==> src/rtl/scancode_keyboard_latch_joystick_macros.svh <==
// Assertion helpers shared by the keyboard latch and joystick RTL.
`ifndef SCANCODE_KEYBOARD_LATCH_JOYSTICK_MACROS_SVH
`define SCANCODE_KEYBOARD_LATCH_JOYSTICK_MACROS_SVH

// Same-cycle implication, checked outside reset.
`define SKLJ_ASSERT_IMPL(label, clk, rst, ante, cons, msg) \
   label: assert property (@(posedge clk) disable iff (rst) (ante) |-> (cons)) \
      else $error(msg);

// Next-cycle implication, checked outside reset.
`define SKLJ_ASSERT_NEXT(label, clk, rst, ante, cons, msg) \
   label: assert property (@(posedge clk) disable iff (rst) (ante) |=> (cons)) \
      else $error(msg);

`endif

==> src/rtl/sklj_pkg.sv <==
package sklj_pkg;

   // Input transaction kinds.
   localparam logic [1:0] MODE_KEY    = 2'd0;
   localparam logic [1:0] MODE_STROBE = 2'd1;
   localparam logic [1:0] MODE_TICK   = 2'd2;

   // Configuration register indexes.
   localparam logic [1:0] CSR_STICK_STEP = 2'd0;
   localparam logic [1:0] CSR_STICK_MODE = 2'd1;
   localparam logic [1:0] CSR_CENTRE_X   = 2'd2;
   localparam logic [1:0] CSR_CENTRE_Y   = 2'd3;

   // Stick modes.
   localparam logic [1:0] STICK_PROP  = 2'd0;
   localparam logic [1:0] STICK_FORCE = 2'd2;

   // Scancodes with a fixed role.
   localparam logic [6:0] SC_REPEAT = 7'd26;
   localparam logic [6:0] SC_LCTRL  = 7'd29;
   localparam logic [6:0] SC_RCTRL  = 7'd97;
   localparam logic [6:0] SC_LSHIFT = 7'd42;
   localparam logic [6:0] SC_RSHIFT = 7'd54;
   localparam logic [6:0] SC_UP     = 7'd72;
   localparam logic [6:0] SC_LEFT   = 7'd75;
   localparam logic [6:0] SC_CENTRE = 7'd76;
   localparam logic [6:0] SC_RIGHT  = 7'd77;
   localparam logic [6:0] SC_DOWN   = 7'd80;
   localparam logic [6:0] SC_RESET  = 7'd99;
   localparam logic [6:0] SC_BTN1   = 7'd107;
   localparam logic [6:0] SC_BTN2   = 7'd109;
   localparam logic [6:0] SC_BTN0   = 7'd111;
   localparam logic [6:0] SC_BOOT   = 7'd119;
   localparam logic [6:0] SC_F1     = 7'd59;
   localparam logic [6:0] SC_F10    = 7'd68;
   localparam logic [6:0] SC_LOW_END = 7'd56;

   localparam logic [7:0] STROBE_BIT = 8'h80;
   localparam logic [8:0] AXIS_MAX   = 9'd255;
   localparam logic [8:0] AXIS_FORCE = 9'd256;

   localparam int unsigned QUEUE_DEPTH = 2;

   typedef enum logic [1:0] {
      OP_KEY,
      OP_STROBE,
      OP_TICK,
      OP_IDLE
   } op_kind_type;

   typedef enum logic [3:0] {
      ACT_NONE,
      ACT_CHAR,
      ACT_RESET,
      ACT_BOOT,
      ACT_CENTRE,
      ACT_BTN0,
      ACT_BTN1,
      ACT_BTN2,
      ACT_FKEY
   } key_act_type;

   typedef struct packed {
      key_act_type act;
      logic [6:0]  ch_plain;
      logic [6:0]  ch_ctrl;
      logic [6:0]  ch_shift;
      logic [3:0]  fkey;
   } key_info_type;

   typedef struct packed {
      op_kind_type  kind;
      logic [6:0]   scan_code;
      logic         is_press;
      key_info_type info;
   } op_type;

   // Characters of the lower keys, padded to a power of two with zeros.
   localparam logic [6:0] LOW_PLAIN [64] = '{
      7'd0,  7'd27, 7'd49, 7'd50, 7'd51, 7'd52, 7'd53, 7'd54,
      7'd55, 7'd56, 7'd57, 7'd48, 7'd58, 7'd45, 7'd8,  7'd27,
      7'd81, 7'd87, 7'd69, 7'd82, 7'd84, 7'd89, 7'd85, 7'd73,
      7'd79, 7'd80, 7'd0,  7'd8,  7'd13, 7'd0,  7'd65, 7'd83,
      7'd68, 7'd70, 7'd71, 7'd72, 7'd74, 7'd75, 7'd76, 7'd59,
      7'd8,  7'd0,  7'd0,  7'd21, 7'd90, 7'd88, 7'd67, 7'd86,
      7'd66, 7'd78, 7'd77, 7'd44, 7'd46, 7'd47, 7'd0,  7'd0,
      7'd0,  7'd0,  7'd0,  7'd0,  7'd0,  7'd0,  7'd0,  7'd0};

   localparam logic [6:0] LOW_CTRL [64] = '{
      7'd0,  7'd27, 7'd49, 7'd50, 7'd51, 7'd52, 7'd53, 7'd54,
      7'd55, 7'd56, 7'd57, 7'd48, 7'd58, 7'd45, 7'd8,  7'd27,
      7'd17, 7'd23, 7'd5,  7'd18, 7'd20, 7'd25, 7'd21, 7'd9,
      7'd15, 7'd16, 7'd0,  7'd8,  7'd13, 7'd0,  7'd1,  7'd19,
      7'd4,  7'd6,  7'd7,  7'd8,  7'd10, 7'd11, 7'd12, 7'd59,
      7'd8,  7'd0,  7'd0,  7'd21, 7'd26, 7'd24, 7'd3,  7'd22,
      7'd2,  7'd14, 7'd13, 7'd44, 7'd46, 7'd47, 7'd0,  7'd0,
      7'd0,  7'd0,  7'd0,  7'd0,  7'd0,  7'd0,  7'd0,  7'd0};

   localparam logic [6:0] LOW_SHIFT [64] = '{
      7'd0,  7'd27, 7'd33, 7'd34, 7'd35, 7'd36, 7'd37, 7'd38,
      7'd39, 7'd40, 7'd41, 7'd48, 7'd42, 7'd61, 7'd8,  7'd27,
      7'd81, 7'd87, 7'd69, 7'd82, 7'd84, 7'd89, 7'd85, 7'd73,
      7'd79, 7'd80, 7'd0,  7'd8,  7'd13, 7'd0,  7'd65, 7'd83,
      7'd68, 7'd70, 7'd71, 7'd72, 7'd74, 7'd75, 7'd76, 7'd43,
      7'd8,  7'd0,  7'd0,  7'd21, 7'd90, 7'd88, 7'd67, 7'd86,
      7'd66, 7'd78, 7'd77, 7'd60, 7'd62, 7'd63, 7'd0,  7'd0,
      7'd0,  7'd0,  7'd0,  7'd0,  7'd0,  7'd0,  7'd0,  7'd0};

   // Decode a scancode into its action and its character in each keymap.
   function automatic key_info_type classify_key(input logic [6:0] sc);
      key_info_type info;
      info = '{act: ACT_NONE, ch_plain: '0, ch_ctrl: '0, ch_shift: '0, fkey: '0};
      if (sc < SC_LOW_END) begin
         info.ch_plain = LOW_PLAIN[sc[5:0]];
         info.ch_ctrl  = LOW_CTRL[sc[5:0]];
         info.ch_shift = LOW_SHIFT[sc[5:0]];
         case (sc) inside
            7'd0, SC_REPEAT, SC_LCTRL, 7'd41, SC_LSHIFT, SC_RSHIFT, 7'd55: begin
               info.act = ACT_NONE;
            end
            default: begin
               info.act = ACT_CHAR;
            end
         endcase
      end else begin
         case (sc) inside
            7'd57: begin
               info.act = ACT_CHAR;
               info.ch_plain = 7'd32;
               info.ch_ctrl = 7'd32;
               info.ch_shift = 7'd32;
            end
            7'd105: begin
               info.act = ACT_CHAR;
               info.ch_plain = 7'd8;
               info.ch_ctrl = 7'd8;
               info.ch_shift = 7'd8;
            end
            7'd106: begin
               info.act = ACT_CHAR;
               info.ch_plain = 7'd21;
               info.ch_ctrl = 7'd21;
               info.ch_shift = 7'd21;
            end
            [SC_F1:SC_F10]: begin
               info.act = ACT_FKEY;
               info.fkey = 4'(sc - (SC_F1 - 7'd1));
            end
            SC_CENTRE: info.act = ACT_CENTRE;
            SC_RESET:  info.act = ACT_RESET;
            SC_BOOT:   info.act = ACT_BOOT;
            SC_BTN0:   info.act = ACT_BTN0;
            SC_BTN1:   info.act = ACT_BTN1;
            SC_BTN2:   info.act = ACT_BTN2;
            default:   info.act = ACT_NONE;
         endcase
      end
      return info;
   endfunction

endpackage

==> src/rtl/scancode_keyboard_latch_joystick.sv <==
// Keyboard latch and emulated joystick. Every input transaction (key event, strobe read or
// timer tick) yields exactly one result transaction carrying the latch, stick position,
// buttons and the reset, boot and function-key pulses after that transaction. The block
// sustains one transaction per clock while rsp_ready drains results: a front decoder
// classifies the scancode, a two-entry queue decouples it from the back end, and the back
// end applies one transaction per cycle to the held-key bitmap and stick registers. A
// result is registered in the result slot after the transaction has passed the queue.
// Configuration writes take effect at once and belong in idle periods.
module scancode_keyboard_latch_joystick
   import sklj_pkg::*;
#(
   parameter int unsigned SCAN_CODES = 128
)
(
   input  logic       clock,
   input  logic       reset,
   input  logic       req_valid,
   output logic       req_ready,
   input  logic [1:0] req_mode,
   input  logic [6:0] req_scan_code,
   input  logic       req_is_press,
   output logic       rsp_valid,
   input  logic       rsp_ready,
   output logic [7:0] rsp_latch_value,
   output logic [8:0] rsp_stick_x,
   output logic [8:0] rsp_stick_y,
   output logic [2:0] rsp_buttons,
   output logic       rsp_reset_request,
   output logic       rsp_boot_request,
   output logic [3:0] rsp_function_key,
   input  logic       csr_we,
   input  logic [1:0] csr_index,
   input  logic [7:0] csr_wdata
);

   op_type front_op;
   logic   front_valid;
   logic   front_ready;
   op_type back_op;
   logic   back_valid;
   logic   back_ready;

   sklj_front u_front (
      .req_valid     (req_valid),
      .req_ready     (req_ready),
      .req_mode      (req_mode),
      .req_scan_code (req_scan_code),
      .req_is_press  (req_is_press),
      .op_valid      (front_valid),
      .op_ready      (front_ready),
      .op            (front_op)
   );

   sklj_queue u_queue (
      .clock     (clock),
      .reset     (reset),
      .in_valid  (front_valid),
      .in_ready  (front_ready),
      .in_op     (front_op),
      .out_valid (back_valid),
      .out_ready (back_ready),
      .out_op    (back_op)
   );

   sklj_back #(
      .SCAN_CODES (SCAN_CODES)
   ) u_back (
      .clock             (clock),
      .reset             (reset),
      .op_valid          (back_valid),
      .op_ready          (back_ready),
      .op                (back_op),
      .csr_we            (csr_we),
      .csr_index         (csr_index),
      .csr_wdata         (csr_wdata),
      .rsp_valid         (rsp_valid),
      .rsp_ready         (rsp_ready),
      .rsp_latch_value   (rsp_latch_value),
      .rsp_stick_x       (rsp_stick_x),
      .rsp_stick_y       (rsp_stick_y),
      .rsp_buttons       (rsp_buttons),
      .rsp_reset_request (rsp_reset_request),
      .rsp_boot_request  (rsp_boot_request),
      .rsp_function_key  (rsp_function_key)
   );

endmodule

==> src/rtl/sklj_front.sv <==
module sklj_front
   import sklj_pkg::*;
(
   input  logic       req_valid,
   output logic       req_ready,
   input  logic [1:0] req_mode,
   input  logic [6:0] req_scan_code,
   input  logic       req_is_press,
   output logic       op_valid,
   input  logic       op_ready,
   output op_type     op
);

   // Handshake passes straight to the queue.
   assign op_valid  = req_valid;
   assign req_ready = op_ready;

   // Classify the transaction and decode the key independent of held state.
   always_comb begin
      case (req_mode)
         MODE_KEY:    op.kind = OP_KEY;
         MODE_STROBE: op.kind = OP_STROBE;
         MODE_TICK:   op.kind = OP_TICK;
         default:     op.kind = OP_IDLE;
      endcase
      op.scan_code = req_scan_code;
      op.is_press  = req_is_press;
      op.info      = classify_key(req_scan_code);
   end

endmodule

==> src/rtl/sklj_queue.sv <==
`include "scancode_keyboard_latch_joystick_macros.svh"

module sklj_queue
   import sklj_pkg::*;
(
   input  logic   clock,
   input  logic   reset,
   input  logic   in_valid,
   output logic   in_ready,
   input  op_type in_op,
   output logic   out_valid,
   input  logic   out_ready,
   output op_type out_op
);

   localparam int unsigned PTR_W = $clog2(QUEUE_DEPTH);
   localparam int unsigned CNT_W = $clog2(QUEUE_DEPTH + 1);
   localparam logic [CNT_W-1:0] FULL_COUNT = CNT_W'(QUEUE_DEPTH);

   op_type             entry_ff [QUEUE_DEPTH];
   logic [PTR_W-1:0]   wr_ptr_ff;
   logic [PTR_W-1:0]   wr_ptr_in;
   logic [PTR_W-1:0]   rd_ptr_ff;
   logic [PTR_W-1:0]   rd_ptr_in;
   logic [CNT_W-1:0]   count_ff;
   logic [CNT_W-1:0]   count_in;
   logic               push;
   logic               pop;

   assign in_ready  = (count_ff != FULL_COUNT);
   assign out_valid = (count_ff != '0);
   assign out_op    = entry_ff[rd_ptr_ff];
   assign push      = in_valid && in_ready;
   assign pop       = out_valid && out_ready;

   // Pointer and occupancy update.
   always_comb begin
      wr_ptr_in = wr_ptr_ff;
      rd_ptr_in = rd_ptr_ff;
      count_in  = count_ff;
      if (push) begin
         wr_ptr_in = (wr_ptr_ff == PTR_W'(QUEUE_DEPTH - 1)) ? '0 : wr_ptr_ff + 1'b1;
      end
      if (pop) begin
         rd_ptr_in = (rd_ptr_ff == PTR_W'(QUEUE_DEPTH - 1)) ? '0 : rd_ptr_ff + 1'b1;
      end
      if (push && !pop) begin
         count_in = count_ff + 1'b1;
      end else if (pop && !push) begin
         count_in = count_ff - 1'b1;
      end
   end

   always_ff @(posedge clock) begin
      if (reset) begin
         wr_ptr_ff <= '0;
         rd_ptr_ff <= '0;
         count_ff  <= '0;
      end else begin
         wr_ptr_ff <= wr_ptr_in;
         rd_ptr_ff <= rd_ptr_in;
         count_ff  <= count_in;
      end
   end

   // Entry storage carries no reset.
   always_ff @(posedge clock) begin
      if (push) begin
         entry_ff[wr_ptr_ff] <= in_op;
      end
   end

   `SKLJ_ASSERT_NEXT(a_queue_grow, clock, reset, push && !pop, count_ff == $past(count_ff) + 1'b1, "queue count did not grow on push")
   `SKLJ_ASSERT_IMPL(a_queue_bound, clock, reset, 1'b1, count_ff <= FULL_COUNT, "queue over capacity")

endmodule

==> src/rtl/sklj_back.sv <==
`include "scancode_keyboard_latch_joystick_macros.svh"

module sklj_back
   import sklj_pkg::*;
#(
   parameter int unsigned SCAN_CODES = 128
)
(
   input  logic       clock,
   input  logic       reset,
   input  logic       op_valid,
   output logic       op_ready,
   input  op_type     op,
   input  logic       csr_we,
   input  logic [1:0] csr_index,
   input  logic [7:0] csr_wdata,
   output logic       rsp_valid,
   input  logic       rsp_ready,
   output logic [7:0] rsp_latch_value,
   output logic [8:0] rsp_stick_x,
   output logic [8:0] rsp_stick_y,
   output logic [2:0] rsp_buttons,
   output logic       rsp_reset_request,
   output logic       rsp_boot_request,
   output logic [3:0] rsp_function_key
);

   localparam int unsigned IDX_W = $clog2(SCAN_CODES);
   localparam logic [IDX_W-1:0] IX_REPEAT = IDX_W'(SC_REPEAT);
   localparam logic [IDX_W-1:0] IX_LCTRL  = IDX_W'(SC_LCTRL);
   localparam logic [IDX_W-1:0] IX_RCTRL  = IDX_W'(SC_RCTRL);
   localparam logic [IDX_W-1:0] IX_LSHIFT = IDX_W'(SC_LSHIFT);
   localparam logic [IDX_W-1:0] IX_RSHIFT = IDX_W'(SC_RSHIFT);
   localparam logic [IDX_W-1:0] IX_UP     = IDX_W'(SC_UP);
   localparam logic [IDX_W-1:0] IX_DOWN   = IDX_W'(SC_DOWN);
   localparam logic [IDX_W-1:0] IX_LEFT   = IDX_W'(SC_LEFT);
   localparam logic [IDX_W-1:0] IX_RIGHT  = IDX_W'(SC_RIGHT);

   // Configuration registers.
   logic [7:0] stick_step_ff;
   logic [1:0] stick_mode_ff;
   logic [7:0] centre_x_ff;
   logic [7:0] centre_y_ff;

   // Architectural state.
   logic [SCAN_CODES-1:0] held_ff;
   logic [SCAN_CODES-1:0] held_in;
   logic [7:0]            latch_ff;
   logic [7:0]            latch_in;
   logic [8:0]            pos_x_ff;
   logic [8:0]            pos_x_in;
   logic [8:0]            pos_y_ff;
   logic [8:0]            pos_y_in;
   logic [2:0]            button_ff;
   logic [2:0]            button_in;

   // Result slot.
   logic       rsp_valid_ff;
   logic       reset_req_ff;
   logic       reset_req_in;
   logic       boot_req_ff;
   logic       boot_req_in;
   logic [3:0] fkey_ff;
   logic [3:0] fkey_in;

   logic             fire;
   logic [IDX_W-1:0] sc_idx;
   logic             was_held;
   logic             ctrl_held;
   logic             shift_held;
   logic [6:0]       ch;
   logic [8:0]       y_mid;
   logic [8:0]       x_mid;

   // Move an axis toward zero by one step, or straight to zero outside proportional mode.
   function automatic logic [8:0] step_down(input logic [8:0] v, input logic [7:0] step,
                                            input logic [1:0] smode);
      logic [8:0] res;
      if (smode != STICK_PROP) begin
         res = '0;
      end else if (v > {1'b0, step}) begin
         res = v - {1'b0, step};
      end else begin
         res = '0;
      end
      return res;
   endfunction

   // Move an axis toward the top by one step, or straight to the top outside proportional mode.
   function automatic logic [8:0] step_up(input logic [8:0] v, input logic [7:0] step,
                                          input logic [1:0] smode);
      logic [9:0] sum;
      logic [8:0] res;
      sum = {1'b0, v} + {2'b00, step};
      if (smode != STICK_PROP) begin
         res = AXIS_MAX;
      end else if (sum < {1'b0, AXIS_MAX}) begin
         res = sum[8:0];
      end else begin
         res = AXIS_MAX;
      end
      return res;
   endfunction

   // The slot is free when empty or being drained this cycle.
   assign op_ready = !rsp_valid_ff || rsp_ready;
   assign fire     = op_valid && op_ready;

   assign sc_idx     = IDX_W'(op.scan_code);
   assign was_held   = held_ff[sc_idx];
   assign ctrl_held  = held_ff[IX_LCTRL] || held_ff[IX_RCTRL];
   assign shift_held = held_ff[IX_LSHIFT] || held_ff[IX_RSHIFT];

   // Keymap selection by held modifiers, Ctrl over Shift.
   always_comb begin
      if (ctrl_held) begin
         ch = op.info.ch_ctrl;
      end else if (shift_held) begin
         ch = op.info.ch_shift;
      end else begin
         ch = op.info.ch_plain;
      end
   end

   // Stick motion of a tick: up then down, left then right.
   always_comb begin
      y_mid = held_ff[IX_UP] ? step_down(pos_y_ff, stick_step_ff, stick_mode_ff) : pos_y_ff;
      x_mid = held_ff[IX_LEFT] ? step_down(pos_x_ff, stick_step_ff, stick_mode_ff) : pos_x_ff;
   end

   // Next state for one transaction.
   always_comb begin
      held_in      = held_ff;
      latch_in     = latch_ff;
      pos_x_in     = pos_x_ff;
      pos_y_in     = pos_y_ff;
      button_in    = button_ff;
      reset_req_in = 1'b0;
      boot_req_in  = 1'b0;
      fkey_in      = '0;
      case (op.kind)
         OP_KEY: begin
            if (op.is_press) begin
               if (!was_held) begin
                  held_in[sc_idx] = 1'b1;
                  if (op.info.act == ACT_CHAR) begin
                     latch_in = STROBE_BIT | {1'b0, ch};
                  end
               end
               if (was_held || op.info.act != ACT_CHAR) begin
                  case (op.info.act)
                     ACT_RESET:  reset_req_in = 1'b1;
                     ACT_BOOT:   boot_req_in = 1'b1;
                     ACT_CENTRE: begin
                        pos_x_in = {1'b0, centre_x_ff};
                        pos_y_in = {1'b0, centre_y_ff};
                     end
                     ACT_BTN0:   button_in[0] = 1'b1;
                     ACT_BTN1:   button_in[1] = 1'b1;
                     ACT_BTN2:   button_in[2] = 1'b1;
                     ACT_FKEY:   fkey_in = op.info.fkey;
                     default:    ;
                  endcase
               end
            end else begin
               held_in[sc_idx] = 1'b0;
               case (op.info.act)
                  ACT_BTN0: button_in[0] = 1'b0;
                  ACT_BTN1: button_in[1] = 1'b0;
                  ACT_BTN2: button_in[2] = 1'b0;
                  default:  ;
               endcase
            end
         end
         OP_STROBE: begin
            if (!held_ff[IX_REPEAT]) begin
               latch_in[7] = 1'b0;
            end
         end
         OP_TICK: begin
            pos_y_in = held_ff[IX_DOWN] ? step_up(y_mid, stick_step_ff, stick_mode_ff) : y_mid;
            pos_x_in = held_ff[IX_RIGHT] ? step_up(x_mid, stick_step_ff, stick_mode_ff) : x_mid;
            if (stick_mode_ff == STICK_FORCE) begin
               pos_x_in = AXIS_FORCE;
               pos_y_in = AXIS_FORCE;
            end
         end
         default: ;
      endcase
   end

   // Configuration writes.
   always_ff @(posedge clock) begin
      if (reset) begin
         stick_step_ff <= 8'd2;
         stick_mode_ff <= STICK_PROP;
         centre_x_ff   <= 8'd127;
         centre_y_ff   <= 8'd127;
      end else if (csr_we) begin
         case (csr_index)
            CSR_STICK_STEP: stick_step_ff <= csr_wdata;
            CSR_STICK_MODE: stick_mode_ff <= csr_wdata[1:0];
            CSR_CENTRE_X:   centre_x_ff <= csr_wdata;
            CSR_CENTRE_Y:   centre_y_ff <= csr_wdata;
            default:        ;
         endcase
      end
   end

   // State and result slot update.
   always_ff @(posedge clock) begin
      if (reset) begin
         held_ff      <= '0;
         latch_ff     <= '0;
         pos_x_ff     <= 9'd127;
         pos_y_ff     <= 9'd127;
         button_ff    <= '0;
         rsp_valid_ff <= 1'b0;
         reset_req_ff <= 1'b0;
         boot_req_ff  <= 1'b0;
         fkey_ff      <= '0;
      end else if (fire) begin
         held_ff      <= held_in;
         latch_ff     <= latch_in;
         pos_x_ff     <= pos_x_in;
         pos_y_ff     <= pos_y_in;
         button_ff    <= button_in;
         rsp_valid_ff <= 1'b1;
         reset_req_ff <= reset_req_in;
         boot_req_ff  <= boot_req_in;
         fkey_ff      <= fkey_in;
      end else if (rsp_ready) begin
         rsp_valid_ff <= 1'b0;
      end
   end

   // State holds still while a result waits, so it drives the result directly.
   assign rsp_valid         = rsp_valid_ff;
   assign rsp_latch_value   = latch_ff;
   assign rsp_stick_x       = pos_x_ff;
   assign rsp_stick_y       = pos_y_ff;
   assign rsp_buttons       = button_ff;
   assign rsp_reset_request = reset_req_ff;
   assign rsp_boot_request  = boot_req_ff;
   assign rsp_function_key  = fkey_ff;

   `SKLJ_ASSERT_NEXT(a_strobe_clears, clock, reset, fire && op.kind == OP_STROBE && !held_ff[IX_REPEAT], !latch_ff[7], "strobe read left the strobe bit set")
   `SKLJ_ASSERT_NEXT(a_force_mode, clock, reset, fire && op.kind == OP_TICK && stick_mode_ff == STICK_FORCE, pos_x_ff == AXIS_FORCE && pos_y_ff == AXIS_FORCE, "forced stick mode did not pin axes")
   `SKLJ_ASSERT_NEXT(a_hold_on_stall, clock, reset, rsp_valid_ff && !rsp_ready, rsp_valid_ff && latch_ff == $past(latch_ff) && pos_x_ff == $past(pos_x_ff), "state moved under a stalled result")

endmodule
==> config.mk <==
export PLATFORM = sky130hd
export DESIGN_NAME = scancode_keyboard_latch_joystick
export DESIGN_NICKNAME = d
export VERILOG_FILES = /design/src/rtl/sklj_pkg.sv /design/src/rtl/scancode_keyboard_latch_joystick.sv /design/src/rtl/sklj_front.sv /design/src/rtl/sklj_queue.sv /design/src/rtl/sklj_back.sv
export VERILOG_INCLUDE_DIRS = /design/src /design/src/rtl
export SDC_FILE = /design/constraint.sdc
export NUM_CORES = 1
export LEC_CHECK = 0
export CAP_MARGIN = 40
export CORE_MARGIN = 2
export CORE_UTILIZATION = 60
export DETAILED_ROUTE_END_ITERATION = 16
export DONT_BUFFER_PORTS = 1
export GPL_TIMING_DRIVEN = 0
export PLACE_DENSITY = 0.76
export SLEW_MARGIN = 10
export SYNTH_ARGS = -nofsm -noshare
export SYNTH_HDL_FRONTEND = slang
export SYNTH_SLANG_ARGS = --single-unit
==> constraint.sdc <==
create_clock -name clock -period 4.87 [get_ports clock]
set_clock_uncertainty 0.05 [all_clocks]
set_input_delay 0.974 -clock clock [delete_from_list [all_inputs] [get_ports clock]]
set_output_delay 0.974 -clock clock [all_outputs]
set_load 0.1 [all_outputs]
Yosys cells after proc, flatten, opt, wreduce, memory -nomap -nowiden
Memories as Yosys holds them, arrays and structs flattened. A register that Yosys moved wholly into a read port is not among the register bits. Index checks and enable logic that the tools add are counted.

Add/subtract/negate cells: 9. Multiply operators: 0. Divide/modulo/power cells: 0. Order comparisons: 10. Eq/ne operators: 44. Shift-type cells: 0. Mux-type cells: 92. Bitwise operators: 5. Reduce and logical (&&, ||, !) cells: 38.

Operator list (count): 2-to-1 mux 128 bit (2); 2-to-1 mux 9 bit (20); bitwise AND 128 bit (1); NOT 128 bit (1); OR 128 bit (1); 2-to-1 mux 4 bit (17); equality test 7 bit, second input constant (8); 2-to-1 mux 7 bit (8); 2-to-1 mux 21 bit (2); case mux 9 bit (2 select lines) (2); equality test 7 x 6 -> 1 bit, second input constant (5); 2-to-1 mux 1 bit (26); 2-to-1 mux 25 bit (1); AND reduction 5 bit (5); 2-to-1 mux 8 bit (3); adder 9 x 8 -> 10 bit (2); < comparator 10 x 8 -> 1 bit, second input constant (2); 2-to-1 mux 19 bit (1); greater-than comparator 9 x 8 -> 1 bit (2); != test 2 bit, second input constant (9); nonzero test 2 bit (9); subtractor 9 x 8 -> 9 bit (2); equality test 4 x 3 -> 1 bit, second input constant (4); equality test 7 x 5 -> 1 bit, second input constant (2); 34 further kinds (63).

Bits in registers: 194. Latch bits: 0. Bits in writable memories: 78. Bits in read-only memories: 1344. Bits of input ports: 25. Output and inout port bits: 37. Memories: 4.

Memories: (no name shown) (words 64, bits a word 7, rd ports 1, clocked after memory_dff 0, wr ports 0, RTL line sklj_pkg.sv:114) `info.ch_plain = LOW_PLAIN[sc[5:0]];`; (no name shown) (words 64, bits a word 7, rd ports 1, clocked after memory_dff 0, wr ports 0, RTL line sklj_pkg.sv:115) `info.ch_ctrl = LOW_CTRL[sc[5:0]];`; (no name shown) (words 64, bits a word 7, rd ports 1, clocked after memory_dff 0, wr ports 0, RTL line sklj_pkg.sv:116) `info.ch_shift = LOW_SHIFT[sc[5:0]];`; u_queue.entry_ff (words 2, bits a word 39, rd ports 1, clocked after memory_dff 1, wr ports 1, RTL line sklj_queue.sv:20) `op_type entry_ff [QUEUE_DEPTH];`.

Depth between registers and ports, before layout
Depth in word-level cells: 12. Gate-level depth with buffers: 21.

Modules after synthesis
A second synthesis with hierarchy kept.

Cell total of the unflattened synthesis: 1738. Area, all modules: 15427.3 um^2.

Modules (own cells, without submodules): sklj_back (times used 1, cells an instance 1387, area an instance 11050.6 um^2, sequential area each 3803.6 um^2); sklj_queue (times used 1, cells an instance 145, area an instance 3032.9 um^2, sequential area each 2442.3 um^2); sklj_front (times used 1, cells an instance 206, area an instance 1343.8 um^2, sequential area each 0.0 um^2).

Least setup slack after synthesis
Ideal clock, no wire load.

Kind: reg2reg. From: reg u_back.pos_x_ff[1], in the netlist u_back.rsp_stick_x[1]. To: reg u_back.pos_x_ff[7], in the netlist u_back.rsp_stick_x[7]. Arrival: 4.734 ns. Data required time: 4.706 ns. Slack: -0.028 ns. Stages on the path, launching flop included: 18. Buffers on the path: 0. Cells stage by stage: dfxtp_1 -> ha_1 -> nor2b_1 -> o21ai_0 -> a21boi_0 -> o21ai_0 -> a31oi_1 -> a22o_1 -> ha_1 -> nor2b_1 -> o21ai_0 -> a21boi_0 -> o21ai_0 -> a221oi_1 -> or4_1 -> a21oi_1 -> nor3_1 -> a2111oi_0.

Cells in the longest elaborated chain, start to end: 11. Elaborated cells on any way between the ends: 12.

RTL lines: start, declared (RTL line sklj_back.sv:50) `logic [8:0] pos_x_ff;`; start signal, assigned (RTL line sklj_back.sv:225) `pos_x_ff <= pos_x_in;`; subtractor 9 x 8 -> 9 bit / greater-than comparator 9 x 8 -> 1 bit (equally long branches) (RTL line sklj_back.sv:82, sklj_back.sv:81); 2-to-1 mux 9 bit (RTL line sklj_back.sv:81) `end else if (v > {1'b0, step}) begin`; 2-to-1 mux 9 bit (RTL line sklj_back.sv:79) `if (smode != STICK_PROP) begin`; 2-to-1 mux 9 bit (*) (RTL line sklj_back.sv:128) `x_mid = held_ff[IX_LEFT] ? step_down(pos_x_ff, stick_step_ff, stick_mode_ff) : pos_x_ff;`; adder 9 x 8 -> 10 bit (RTL line sklj_back.sv:94) `sum = {1'b0, v} + {2'b00, step};`; < comparator 10 x 8 -> 1 bit (RTL line sklj_back.sv:97) `end else if (sum < {1'b0, AXIS_MAX}) begin`; 2-to-1 mux 9 bit (RTL line sklj_back.sv:97); 2-to-1 mux 9 bit (RTL line sklj_back.sv:95) `if (smode != STICK_PROP) begin`; 2-to-1 mux 9 bit (*) (RTL line sklj_back.sv:182) `pos_x_in = held_ff[IX_RIGHT] ? step_up(x_mid, stick_step_ff, stick_mode_ff) : x_mid;`; 2-to-1 mux 9 bit (*) (RTL line sklj_back.sv:183) `if (stick_mode_ff == STICK_FORCE) begin`; case mux 9 bit (2 select lines) (*) (RTL line sklj_back.sv:141) `case (op.kind)`.

Every way passes the cells marked *; elsewhere a longest branch is shown, timed or not. A chain may end at the register's enable or synchronous reset.

Final worst setup path
From: reg u_back.pos_x_ff[6], in the netlist u_back.rsp_stick_x[6]. To: reg u_back.pos_x_ff[7], in the netlist u_back.rsp_stick_x[7].

The elaborated chain is that of the path after synthesis.

==> impl_metrics.yaml <==
setup_path:
  r2r_slack_ns: 0.25
  rr_endpoint: "u_back.rsp_stick_x[7]"
  worst_ep_arrival_time_ns: 5.00
  worstSetupStartpointType: "flip-flop"
  path_max_fanout: 5
  crit_path_start: "u_back.rsp_stick_x[6]"
  ff2ff_path_depth: 16
  end_kind: "flip-flop"
  endpoint: "u_back.rsp_stick_x[7]"
  crit_required_ns: 5.24
  crit_type: "flip-flop to flip-flop"
  r2r-start: "u_back.rsp_stick_x[6]"
floorplanning:
  start_util_pct: 61.4
  fp.dieH_um: 162
  core_area_mm2: 0.0245
  io_pins: 62
  die-area_mm2: 0.0263
  num_rows: 57
  die_w_um: 162
finish:
  finish.utilization_pct: 70.3
  final_cell_mix: "197 x nand2_1, 192 x dfxtp_1, 179 x a21oi_1"
  instances_no_fill: 2193
  synthToLayoutAreaGrowth_pct: 14.6
  antennaDiodeCount: 0
  num-nets-final: 1927
  final_common_cell: "nand2_1"
  design_area_mm2: 0.0172
  drive_gt1_share_pct: 10.9
power:
  power_frac_clock_pct: 26.5
  power_density_mw_per_mm2: 457
  p_int_mw: 4.40
  switching_power_mw: 3.46
  power_leakage_nw: 6.17
  p_sw_share_pct: 44.0
  p_comb_share_pct: 42.9
  power_frac_seq_pct: 30.6
  peakVddDrop_uv: 328
logic_synthesis:
  postSynthCellCount: 1771
  synth_warnings: 0
  synthTopCellsByArea: "dfxtp_1 26%, edfxtp_1 11%, a21oi_1 6.0%"
  syn_area_per_cell_um2: 8.48
  synth_edf_count: 54
  synthMuxAreaShare_pct: 3.19
  synthArstFlopShare_pct: 0
  synthFlopType: "dfxtp_1"
  synth-xor-area-share_pct: 1.46
  synth_top_cell_area_share_pct: 26.0
  ys_types: 85
  ys_seq_elements: 249
  syn_nets: 1847
  ys_seq_area_share_pct: 36.8
  synth_simple_gate_area_share_pct: 17.8
  synth_area_mm2: 0.0150
  synth-adder-area-share_pct: 4.45
  synth_top_cell_by_area: "dfxtp_1"
  synth_top_family_by_area: "compound AO/OA/AOI/OAI gates"
  synth_compound_area_share_pct: 30.5
detailed_routing:
  drc: 0
  dr.pass1.iters: 8
  wirelength_um: 59600
  vias_per_cell: 7.37
  vias: 16200
  drt.antenna.violating_nets: 0
  post_drt_wl_per_cell_um: 27.2
  drtIter0Drc: 2560
place:
  placed_cells: 2137
  gp_congestion: 1.06
  place_area_mm2: 0.0161
  numPortBuffers: 0
  dp.final_hpwl_um: 42100
  place_ws_ns: -0.636
timing:
  max_slew_margin_pct: 30.4
  finalHoldViolCount: 0
  period_minus_slack_ns: 4.62
  timing.fmax_mhz: 216
  setup_violations: 0
  setup_ws_ns: 0.249
  finalCritPeriodShare_pct: 94.9
  drv_slew: 0
  tightest_slew_ns: 1.04
clock_network:
  cts.root.buffer_cell: "clkbuf_16"
  cts_made_buffers: 27
  ctsHoldBuffers: 0
  cts_tree: "built"
  cts_buffer_depth: 3
  htreeDepth: 1
  clk_pin_slew_ns: 0.06
  clkLatencyLatePin_ns: 0.56
  clkSinkCount: 249
outcome:
  status: "complete, no violations"
global_route:
  grt_pass1_vias: 15200
  grtUsageTotal_pct: 44.2
  gr-total-overflow: 0
  grt_max_degree: 28
  antenna_found_initial: 0
  grt_pass1_wl_um: 89600
run:
  drv_cap: 0
min_path:
  hp-class: "flip-flop to flip-flop"
==> cells in the mapped netlist (11+ instances only) <==
cell type / instances
nand2_1: 198
dfxtp_1: 195
a21oi_1: 180
nor2_1: 127
clkbuf_1: 113
a22o_1: 68
inv_1: 65
nor4_1: 65
o21ai_0: 63
edfxtp_1: 54
ha_1: 47
nand3_1: 44
o41ai_1: 34
nor3_1: 32
a221oi_1: 26
nor2b_1: 25
a22oi_1: 24
o22ai_1: 24
mux2i_1: 23
a211oi_1: 21
a31oi_1: 20
buf_2: 18
a211o_1: 17
xor2_1: 16
nand2b_1: 15
o41ai_2: 14
mux2_2: 13
and3_1: 12
a221oi_2: 11
==> cell type report <==
| type | instances | area, µm² |
|---|---|---|
| buffer | 147 | 619 |
| clock buffer | 33 | 718 |
| clock inverter | 14 | 151 |
| fill | 1980 | 7250 |
| inverter | 65 | 248 |
| multi-input combinational | 1310 | 8750 |
| sequential | 249 | 5540 |
| tap | 324 | 405 |
| timing repair buffer | 51 | 778 |
==> timing repair <==
item	in CTS	in global routing
endpoints found under the hold margin	0	0
pin swaps	1	7
setup buffers	0	5
resized for setup	15	24
endpoints found under the setup margin	16	16
==> routing by layer <==
metal	global-route usage, %	wire length [µm]
met4	21.1	3560
met5	0	0
met2	65.7	25100
met3	15.6	8840
met1	57.4	22100
==> logic make-up after synthesis <==
family	after synthesis
AO/OA/AOI/OAI	627
XOR/XNOR	25
adder cells (fa/ha/maj)	51
buffers and inverters	212
flip-flops	249
multiplexers	42
AND/OR/NAND/NOR	565
==> per-stage QoR <==
stage / hold WS, ns / TNS, ns / power, mW
3_5_place_dp: 0.385 / -3.93 / 5.52
4_1_cts: 0.404 / 0 / 7.59
2_1_floorplan: 0.363 / 0 / 4.43
5_1_grt: 0.421 / -0.0476 / 8.03
6_report: 0.409 / 0 / 7.86
3_3_place_gp: 0.379 / -6.86 / 5.32
==> worst max-delay path, stage by stage, from the launching register on <==
cell and delay (ns):
dfxtp_4 0.57, ha_2 0.38, a21o_1 0.22, a211oi_4 0.32, nand2_1 0.09, o311ai_1 0.17
a31o_2 0.24, o22ai_1 0.14, ha_1 0.34, a21o_1 0.13, a21oi_1 0.10, o21ai_0 0.41
a221oi_2 0.16, a21o_1 0.20, o211ai_1 0.49, nor3_4 0.12, a2111oi_1 0.38
==> how the worst min path moves through the flow <==
stage | start | endpoint | slack (ns) | depth (start not counted)
detailed placement | flip-flop | flip-flop | 0.39 | 2
CTS | flip-flop | flip-flop | 0.40 | 2
finish | flip-flop | flip-flop | 0.41 | 2
floorplan | flip-flop | flip-flop | 0.36 | 2
global route | flip-flop | flip-flop | 0.42 | 2
global placement | flip-flop | flip-flop | 0.38 | 2
==> power by group through the flow <==
stage | Sequential [mW] | Combinational [mW] | Clock, mW
floorplan | 2.61 | 1.82 | 0
global placement | 2.65 | 2.68 | 0
detailed placement | 2.45 | 3.08 | 0
CTS | 2.40 | 3.11 | 2.07
global route | 2.42 | 3.46 | 2.15
finish | 2.41 | 3.37 | 2.08
No activity file was read; power rests on OpenSTA's default activity.
